[src/hw/rtl/rrfp_pkg.sv]
// Shared types and constants for the radar report frame parser.
// Used by every module of the block. Depends on nothing.
package rrfp_pkg;

    localparam int unsigned BYTE_W   = 8;
    localparam int unsigned COUNT_W  = 8;
    localparam int unsigned DIST_W   = 16;

    localparam logic [31:0] TAIL_PATTERN   = 32'h0403_0201;
    localparam logic [31:0] HEADER_PATTERN = 32'hFDFC_FBFA;
    localparam logic [7:0]  TARGET_CMD     = 8'h01;
    localparam logic [7:0]  PRESENT_CODE   = 8'h01;
    localparam logic [7:0]  MIN_FRAME      = 8'd12;

    localparam logic [7:0] POS_HDR_LAST = 8'd3;
    localparam logic [7:0] POS_COMMAND  = 8'd7;
    localparam logic [7:0] POS_PRESENCE = 8'd9;
    localparam logic [7:0] POS_DIST_LO  = 8'd10;
    localparam logic [7:0] POS_DIST_HI  = 8'd11;
    localparam logic [7:0] POS_ENERGY   = 8'd12;

    localparam logic KIND_TARGET = 1'b0;
    localparam logic KIND_OTHER  = 1'b1;

    typedef struct packed {
        logic              target_present;
        logic [DIST_W-1:0] range_cm;
        logic [7:0]        energy;
        logic              report_kind;
    } report_t;

endpackage

[src/hw/rtl/rrfp_parse.sv]
// Frame state and report decode for the radar report frame parser.
// Holds the byte count, tail window and captured fields; uses rrfp_pkg.
module rrfp_parse #(
    parameter int BUF_DEPTH = 128
) (
    input  logic                       aclk,
    input  logic                       aresetn,
    input  logic                       byte_accept,
    input  logic [rrfp_pkg::BYTE_W-1:0] rx_byte,
    output logic                       report_hit,
    output rrfp_pkg::report_t          report
);

    localparam logic [rrfp_pkg::COUNT_W-1:0] COUNT_LIMIT = rrfp_pkg::COUNT_W'(BUF_DEPTH);

    logic [rrfp_pkg::COUNT_W-1:0] count_reg, count_next;
    logic [31:0]                  tail_reg, tail_next;
    logic [31:0]                  header_reg, header_next;
    logic [7:0]                   command_reg, command_next;
    logic [7:0]                   presence_reg, presence_next;
    logic [15:0]                  distance_reg, distance_next;
    logic [7:0]                   energy_reg, energy_next;
    logic [rrfp_pkg::COUNT_W-1:0] pos;
    logic [rrfp_pkg::COUNT_W-1:0] count_inc;
    logic                         tail_hit;

    always_comb begin
        pos           = (count_reg >= COUNT_LIMIT) ? '0 : count_reg;
        count_inc     = pos + 1'b1;
        tail_next     = {tail_reg[23:0], rx_byte};
        header_next   = header_reg;
        command_next  = command_reg;
        presence_next = presence_reg;
        distance_next = distance_reg;
        energy_next   = energy_reg;
        if (pos <= rrfp_pkg::POS_HDR_LAST) begin
            case (pos[1:0])
                2'd0:    header_next[31:24] = rx_byte;
                2'd1:    header_next[23:16] = rx_byte;
                2'd2:    header_next[15:8]  = rx_byte;
                default: header_next[7:0]   = rx_byte;
            endcase
        end else if (pos == rrfp_pkg::POS_COMMAND) begin
            command_next = rx_byte;
        end else if (pos == rrfp_pkg::POS_PRESENCE) begin
            presence_next = rx_byte;
        end else if (pos == rrfp_pkg::POS_DIST_LO) begin
            distance_next[7:0] = rx_byte;
        end else if (pos == rrfp_pkg::POS_DIST_HI) begin
            distance_next[15:8] = rx_byte;
        end else if (pos == rrfp_pkg::POS_ENERGY) begin
            energy_next = rx_byte;
        end
        tail_hit   = (pos >= rrfp_pkg::POS_HDR_LAST) && (tail_next == rrfp_pkg::TAIL_PATTERN);
        count_next = tail_hit ? '0 : count_inc;
        report_hit = tail_hit && (count_inc >= rrfp_pkg::MIN_FRAME)
                     && (header_next == rrfp_pkg::HEADER_PATTERN);
        if (command_next == rrfp_pkg::TARGET_CMD) begin
            report.target_present = (presence_next == rrfp_pkg::PRESENT_CODE);
            report.range_cm       = distance_next;
            report.energy         = (count_inc > rrfp_pkg::MIN_FRAME) ? energy_next : 8'd0;
            report.report_kind    = rrfp_pkg::KIND_TARGET;
        end else begin
            report.target_present = 1'b0;
            report.range_cm       = '0;
            report.energy         = '0;
            report.report_kind    = rrfp_pkg::KIND_OTHER;
        end
    end

    always_ff @(posedge aclk) begin
        if (!aresetn) begin
            count_reg    <= '0;
            tail_reg     <= '0;
            header_reg   <= '0;
            command_reg  <= '0;
            presence_reg <= '0;
            distance_reg <= '0;
            energy_reg   <= '0;
        end else if (byte_accept) begin
            count_reg    <= count_next;
            tail_reg     <= tail_next;
            header_reg   <= header_next;
            command_reg  <= command_next;
            presence_reg <= presence_next;
            distance_reg <= distance_next;
            energy_reg   <= energy_next;
        end
    end

endmodule

[src/hw/rtl/rrfp_out.sv]
// Output register for the radar report frame parser result stream.
// Holds one report until the sink takes it; uses rrfp_pkg.
module rrfp_out (
    input  logic              aclk,
    input  logic              aresetn,
    input  logic              load,
    input  rrfp_pkg::report_t report,
    input  logic              m_ready,
    output logic              m_valid,
    output rrfp_pkg::report_t m_report,
    output logic              can_load
);

    logic              valid_reg, valid_next;
    rrfp_pkg::report_t report_reg, report_next;

    always_comb begin
        can_load    = !valid_reg || m_ready;
        valid_next  = valid_reg;
        report_next = report_reg;
        if (load) begin
            valid_next  = 1'b1;
            report_next = report;
        end else if (m_ready) begin
            valid_next = 1'b0;
        end
    end

    always_ff @(posedge aclk) begin
        if (!aresetn) begin
            valid_reg <= 1'b0;
        end else begin
            valid_reg <= valid_next;
        end
        report_reg <= report_next;
    end

    assign m_valid  = valid_reg;
    assign m_report = report_reg;

endmodule

[src/hw/rtl/radar_report_frame_parser.sv]
// Top level of the radar report frame parser.
// Instantiates rrfp_parse and rrfp_out; uses rrfp_pkg.
//
//  Channel  | Direction | tdata                               | tuser
//  s_axis   | in        | [7:0] rx_byte                       | none
//  m_axis   | out       | [0] present, [16:1] dist, [24:17] e | [0] report_kind
//
// One byte is taken per cycle while s_axis_tready is high; a report appears on m_axis in the cycle
// after the byte that closes a valid frame. The single output register sets the rate.
// Reset is synchronous and clears the frame state and the output valid flag.
// While a report waits and m_axis_tready is low, s_axis_tready is low.
module radar_report_frame_parser #(
    parameter int BUF_DEPTH = 128
) (
    input  logic        aclk,
    input  logic        aresetn,
    input  logic        s_axis_tvalid,
    output logic        s_axis_tready,
    input  logic [7:0]  s_axis_tdata,   // [7:0] rx_byte
    output logic        m_axis_tvalid,
    input  logic        m_axis_tready,
    output logic [31:0] m_axis_tdata,   // [0] target_present, [16:1] range_cm, [24:17] energy
    output logic [0:0]  m_axis_tuser    // [0] report_kind
);

    logic              byte_accept;
    logic              report_hit;
    logic              can_load;
    rrfp_pkg::report_t report;
    rrfp_pkg::report_t m_report;

    assign s_axis_tready = can_load;
    assign byte_accept   = s_axis_tvalid && can_load;

    rrfp_parse #(
        .BUF_DEPTH(BUF_DEPTH)
    ) u_parse (
        .aclk       (aclk),
        .aresetn    (aresetn),
        .byte_accept(byte_accept),
        .rx_byte    (s_axis_tdata),
        .report_hit (report_hit),
        .report     (report)
    );

    rrfp_out u_out (
        .aclk    (aclk),
        .aresetn (aresetn),
        .load    (byte_accept && report_hit),
        .report  (report),
        .m_ready (m_axis_tready),
        .m_valid (m_axis_tvalid),
        .m_report(m_report),
        .can_load(can_load)
    );

    assign m_axis_tdata = {7'd0, m_report.energy, m_report.range_cm, m_report.target_present};
    assign m_axis_tuser = m_report.report_kind;

endmodule

[config.mk]
export PLATFORM = sky130hd
export DESIGN_NAME = radar_report_frame_parser
export DESIGN_NICKNAME = d
export VERILOG_FILES = /design/src/hw/rtl/rrfp_pkg.sv /design/src/hw/rtl/rrfp_parse.sv /design/src/hw/rtl/rrfp_out.sv /design/src/hw/rtl/radar_report_frame_parser.sv
export SDC_FILE = /design/constraint.sdc
export NUM_CORES = 1
export LEC_CHECK = 0
export ABC_AREA = 1
export ABC_CLOCK_PERIOD_IN_PS = 6000
export BUFFER_PORTS_ARGS = -buffer_cell sky130_fd_sc_hd__buf_2
export CORE_ASPECT_RATIO = 1.2
export CORE_MARGIN = 3
export CORE_UTILIZATION = 46
export DETAILED_ROUTE_END_ITERATION = 12
export REMOVE_ABC_BUFFERS = 1
export SYNTH_ARGS = -nofsm -noshare
export SYNTH_HDL_FRONTEND = slang
export SYNTH_SLANG_ARGS = --single-unit
export TNS_END_PERCENT = 20
[constraint.sdc]
create_clock -name aclk -period 6 [get_ports aclk]
set_clock_uncertainty 0.05 [all_clocks]
set_input_delay 1.2 -clock aclk [delete_from_list [all_inputs] [get_ports aclk]]
set_output_delay 1.2 -clock aclk [all_outputs]
set_load 0.01 [all_outputs]
==> run_results.csv, run 1 <==
group,metric,value,unit
routing,dr.pass1.iters,5,
yosys,synth_xor_area_share,0,%
min_path,worstHoldPathType,"reg -> reg",
clock_tree,cts_setup_buffers,0,
routing,met3WireLength,643,um
yosys,synth_top_family_by_area,"simple AND/OR/NAND/NOR gates",
finish,final.fill_count,1426,
clock_tree,ctsHoldBuffers,0,
clock_tree,cts-htree-levels,4,
yosys,yosysSeqAreaShare,43.3,%
die,dieArea,0.0160,mm^2
finish,syn_to_final_growth,12.3,%
clock_tree,clk_pin_slew_worst_paths,50,ps
yosys,synth_cell_types,34,
die,initial_utilization,47.6,%
routing,topRoutingLayerUsed,"met4",
finish,stdcell_area,0.00748,mm^2
pwr,peakVddDrop,0.138,mV
yosys,synth_edf_count,26,
setup_path,crit_slowest_cell,"nand3_1",
setup_path,cp_common_cell,"inv_1",
yosys,ys_ff_latch,131,
clock_tree,cts_num_sinks,131,
yosys,synth-simple-area-share,24.8,%
routing,drtIter0Drc,525,
finish,antenna_cells,0,
yosys,async_flop_share,0,%
yosys,dominantRegCellSynth,"dfxtp_1",
yosys,synth_compound_gate_area_share,19.0,%
global_routing,grt_pass1_wl,27300,um
pwr,leakage,3.43,nW
global_routing,grt_max_degree,111,
placement,place.detailed.hpwl,10700,um
sta,worst_pin_slew,730,ps
sta,relSlewSlack,51.4,%
routing,ant_nets,0,
routing,wl_met2,8070,um
clock_tree,clock_latency,420,ps
clock_tree,cts-buffers-inserted,17,
yosys,synth.avg_cell_area,6.97,um^2
finish,drive_gt1_share,10.8,%
routing,drc,0,
sta,setup_viol,0,
routing,viasPerCell,5.09,
sta,fin_crit_sh,52.8,%
yosys,syn_area,0.00666,mm^2
global_routing,track_usage,22.0,%
die,coreArea,0.0140,mm^2
setup_path,crit_arrival,3280,ps
placement,dpl_cell_area,0.00689,mm^2
setup_path,slowest_delay,550,ps
placement,gp_congestion,0.812,
finish,nets,986,
clock_tree,cts_tree,"done",
min_path,hold_start,"u_parse.count_reg[0]",
sta,min_period,3170,ps
run_status,status,"complete, no violations",
routing,vias,5865,
placement,port_buffers,39,
die,die_y,138,um
setup_path,required,6110,ps
yosys,yosys_warnings,0,
clock_tree,cts_root_buf,"clkbuf_16",
global_routing,antenna_found_initial,0,
setup_path,crit_chain,"inv_2, nand2_1, inv_1, ha_1, inv_1, nor2_1, nand2_2, nand3_1, nand2_1, o21a_1, inv_1, nor2_2",
routing,wl,16600,um
yosys,synth-adder-area-share,0.940,%
die,io_pins,47,
finish,largest_reg_flops,32,
setup_path,crit_type,"reg -> reg",
sta,hold_viol,0,
yosys,synthMuxAreaShare,1.20,%
job,maxCapViolCount,0,
pwr,power_density,296,mW/mm^2
sta,slew_violations,0,
routing,avgRoutedWirePerCell,14.4,um
global_routing,grt_pass1_vias,5412,
setup_path,worstSetupStartpoint,"u_parse.count_reg[7]",
yosys,syn_inst,955,
sta,setup_tns,0,ps
finish,seqCellArea,0.00288,mm^2
setup_path,end_kind,"flip-flop",
routing,met1_length,7700,um
clock_tree,cts_resized,0,
setup_path,startpoint_type,"flip-flop",
setup_path,worst_r2r_startpoint,"u_parse.count_reg[7]",
die,die-width,116,um
global_routing,grt_overflow,0,
die,row_count,47,
setup_path,worst-path-max-fanout,18,
sta,rsz0062_at_grt,"false",
clock_tree,clockBufferDepth,2,
sta,max_freq,316,MHz
finish,multi_input_area,0.00309,mm^2
-- final timing paths --
kind	endpoint	slack, ps	cells after the start
worst min register to register	u_parse.count_reg[0]	420	2
worst max-delay path	u_out.m_report[16]	2830	12
worst min-delay path	u_parse.count_reg[0]	420	2
worst max register to register	u_out.m_report[16]	2830	12
-- layout make-up --
type | instances | area share (%)
multi-input combinational | 655 | 41.3
sequential | 131 | 38.5
clock buffer | 22 | 6.64
inverter | 118 | 5.94
timing repair buffer | 46 | 3.48
tap | 171 | 2.86
clock inverter | 10 | 1.27
-- per-stage QoR --
step	hold WS, ps	cells	util [%]	total power [mW]	setup WS [ps]
finish	419	1153	53.4	2.22	2830
global route	436	1153	53.4	2.32	2520
CTS	421	1153	53.4	2.24	2830
detailed placement	412	1121	49.2	1.21	2560
global placement	403	1121	49.2	1.21	2570
floorplan	395	904	-	1.14	1270
-- layout by cell type (no fill, tap or decap), types with 2 or more instances in the layout --
master,netlist,final
a21oi_1,84,84
nand4_1,9,9
clkbuf_16,0,19
inv_2,4,4
buf_4,7,6
o211ai_1,14,14
nand2_2,3,4
buf_2,8,39
inv_1,112,111
edfxtp_1,26,26
o21ai_0,125,125
clkbuf_1,37,2
o21a_1,9,9
clkinvlp_4,0,2
ha_1,5,5
nand2_4,2,2
clkinv_2,0,4
nor2_1,131,130
inv_6,0,2
o21ai_1,4,4
mux2i_1,8,8
nand2_1,201,200
dfxtp_1,105,105
nand3_2,2,2
nand4_2,2,2
nor2_2,11,12
clkinv_1,2,2
conb_1,1,7
clkinv_4,0,2
nor3_1,7,7
nand3_1,25,25
-- routing by layer --
layer / vias to the layer above / GRT usage (%)
li1: 3103 / -
met5: - / 0
met3: 16 / 4.00
met4: 0 / 7.48
met1: 2646 / 28.3
met2: 100 / 37.0
-- worst max-delay path, delay by kind of cell, from the launching register on --
family | cells | cell delay, ps
buffers and inverters | 4 | 630
AOI/OAI and AO/OA | 1 | 170
adders and majority gates | 1 | 460
DFF | 1 | 320
and+or+nand+nor | 6 | 1280
-- logic make-up after synthesis --
family,count (synthesis)
compound gates,238
fa+ha+maj,5
buf+inv,175
flops,131
mux,8
other cells,1
simple gates,397
-- synth_stat cells (all sizes together) (9+ instances only) --
cell / instances / area, um^2
inv: 116 / 435
o211ai: 14 / 105
nand4: 11 / 81.3
nand2: 206 / 796
o21ai: 130 / 662
buf: 20 / 134
nor2: 143 / 572
edfxtp: 26 / 781
o21a: 9 / 67.6
clkbuf: 37 / 139
dfxtp: 105 / 2100
a21oi: 84 / 420
nand3: 27 / 145
-- power by group --
part           internal, mW  switching (mW)  total (mW)
registers             0.940          0.0230       0.963
logic                0.0727           0.155       0.228
clock network         0.632           0.394        1.03
Power figures use the tool's default switching activity.
==> run 2: changes to the inputs <==
--- a/config.mk
+++ b/config.mk
@@ -6,7 +6,7 @@
 export NUM_CORES = 1
 export LEC_CHECK = 0
 export ABC_AREA = 1
-export ABC_CLOCK_PERIOD_IN_PS = 6000
+export ABC_CLOCK_PERIOD_IN_PS = 3100
 export BUFFER_PORTS_ARGS = -buffer_cell sky130_fd_sc_hd__buf_2
 export CORE_ASPECT_RATIO = 1.2
 export CORE_MARGIN = 3
==> constraint.sdc (replaced) <==
create_clock -name aclk -period 3.1 [get_ports aclk]
set_clock_uncertainty 0.05 [all_clocks]
set_input_delay 0.62 -clock aclk [delete_from_list [all_inputs] [get_ports aclk]]
set_output_delay 0.62 -clock aclk [all_outputs]
set_load 0.01 [all_outputs]
==> run 2 against run 1 <==
Fmax up 16%. Sequential power up 93%. Worst setup slack worse by 2500 ps. Count of clock-buffer cells in the layout unchanged. Sequential cell count unchanged. Critical path depth up 3. Via count up 3.7%. Clock power up 100%. Total power up 99%. Largest cell class unchanged. Largest power group unchanged.
==> run_results.csv, run 2 (same netlist as run 1, synthesis figures left out) <==
group,metric,value,unit
run_status,status,"complete, no violations",
global_routing,track_usage,22.8,%
routing,drc,0,
min_path,worstHoldPathType,"reg -> reg",
die,initial_utilization,47.6,%
sta,fin_crit_sh,87.9,%
global_routing,grt_overflow,0,
setup_path,end_kind,"flip-flop",
finish,nets,1002,
routing,dr.pass1.iters,5,
die,dieArea,0.0160,mm^2
setup_path,startpoint_type,"flip-flop",
sta,slew_violations,0,
placement,place.detailed.hpwl,11600,um
setup_path,r2r_cells,15,
routing,vias,6081,
global_routing,antenna_found_initial,0,
finish,multi_input_area,0.00309,mm^2
die,die_y,138,um
min_path,min_path_cells,2,
global_routing,grt_max_degree,133,
pwr,peakVddDrop,0.299,mV
routing,drtIter0Drc,479,
clock_tree,cts_resized,0,
clock_tree,cts-htree-levels,4,
pwr,leakage,3.52,nW
min_path,hold_start,"u_parse.count_reg[0]",
clock_tree,cts_root_buf,"clkbuf_16",
finish,seqCellArea,0.00288,mm^2
finish,instances_no_fill,1169,
setup_path,crit_arrival,2800,ps
setup_path,required,3170,ps
routing,wl,17200,um
setup_path,r2r-end,"u_out.m_report[20]",
sta,worst_pin_slew,543,ps
pwr,finalPower,4.40,mW
clock_tree,cts-buffers-inserted,17,
global_routing,grt_pass1_vias,5591,
finish,post-route-util,54.7,%
clock_tree,clock_latency,420,ps
finish,final.fill_count,1394,
placement,port_buffers,39,
clock_tree,cts_num_sinks,131,
routing,viasPerCell,5.20,
sta,relSlewSlack,63.8,%
finish,syn_to_final_growth,15.0,%
global_routing,grt_util_met3,4.61,%
setup_path,reg2reg_slack,370,ps
finish,largest_reg_flops,32,
routing,ant_nets,0,
die,row_count,47,
sta,setup_viol,0,
global_routing,grt_busiest_layer,"met2",
clock_tree,clk_pin_slew_worst_paths,60,ps
clock_tree,ctsHoldBuffers,0,
die,io_pins,47,
sta,min_period,2730,ps
sta,hold_viol,0,
sta,rsz0062_at_grt,"false",
clock_tree,clockBufferDepth,2,
placement,dp.cells,1137,
routing,avgRoutedWirePerCell,14.7,um
sta,setup_tns,0,ps
die,coreArea,0.0140,mm^2
global_routing,grt_pass1_wl,28200,um
sta,max_freq,367,MHz
setup_path,worst-path-max-fanout,26,
job,maxCapViolCount,0,
placement,gp_congestion,0.895,
finish,drive_gt1_share,12.4,%
clock_tree,cts_setup_buffers,0,
pwr,power_density,575,mW/mm^2
clock_tree,cts_tree,"done",
global_routing,grtUsageMet1,28.4,%
setup_path,worst_r2r_startpoint,"u_parse.count_reg[7]",
global_routing,grtUsageMet2,39.1,%
finish,antenna_cells,0,
min_path,holdPathEnd,"u_parse.count_reg[0]",
finish,final_common_cell,"nand2_1",
die,die-width,116,um
finish,final_cell_mix,"nand2_1, nor2_1, o21ai_0, inv_1, dfxtp_1",
setup_path,crit_type,"reg -> reg",
==> run 2: cell types whose count changed in the layout (fill, tap and decap cells not counted) <==
| cell | change |
|---|---|
| buf_12 | +2 |
| buf_4 | +14 |
| bufinv_16 | +1 |
| clkbuf_1 | -1 |
| clkbuf_16 | -1 |
| clkbuf_8 | +2 |
| clkinv_2 | -2 |
| clkinv_4 | +1 |
| ha_1 | -1 |
| ha_2 | +1 |
| inv_2 | -2 |
| inv_4 | +3 |
| inv_6 | -1 |
==> run 2: worst max path at each step <==
stage                                     from                      to  slack (ps)  cells after the start
after floorplan                  m_axis_tready  u_parse.header_reg[16]       -1050                      7
after global placement    u_parse.count_reg[7]       u_out.m_report[6]         260                     11
after detailed placement  u_parse.count_reg[7]       u_out.m_report[8]         220                     11
after CTS                 u_parse.count_reg[7]      u_out.m_report[20]         180                     11
after global routing      u_parse.count_reg[7]       u_out.m_report[3]          50                     14
final                     u_parse.count_reg[7]      u_out.m_report[20]         370                     15
==> run 2: cell type report <==
type	count	area share, %
flip-flops and latches	131	37.7
well taps	171	2.79
clock inverters	10	1.59
multi-input cells	655	40.3
repair buffers	62	5.29
clock buffers	22	6.47
inverters	118	5.87
==> run 2: worst max-delay path: stages (launching register included) <==
cell,delay [ps]
dfxtp_1,330
inv_4,150
nand2_1,150
inv_1,140
ha_1,240
nand3_2,120
nor2_1,170
nand3_1,100
nand2_1,90
nor2_1,60
nand3_1,190
inv_1,60
nor2_1,120
nand3_1,90
nor2_2,140
buf_12,190
==> run 2: per-stage QoR <==
| step | worst slack, ps | hold WS, ps | instance area [um^2] |
|---|---|---|---|
| CTS | 181 | 422 | 7650 |
| finish | 374 | 422 | 7660 |
| global placement | 263 | 411 | 7030 |
| detailed placement | 215 | 414 | 7030 |
| global route | 54.6 | 451 | 7660 |
| floorplan | -1050 | 395 | 6410 |
==> run 2: metal layers <==
layer	share of wire, %	wire, um
met1	45	7760
met2	48	8180
met3	5.4	926
met5	0	0
met4	1.8	315
==> run 2: power by group <==
part           internal (mW)  leakage [nW]  switching (mW)
Combinational          0.152          2.09           0.313
Clock                   1.30         0.298           0.773
Sequential              1.82          1.13          0.0449
Total                   3.27          3.52            1.13
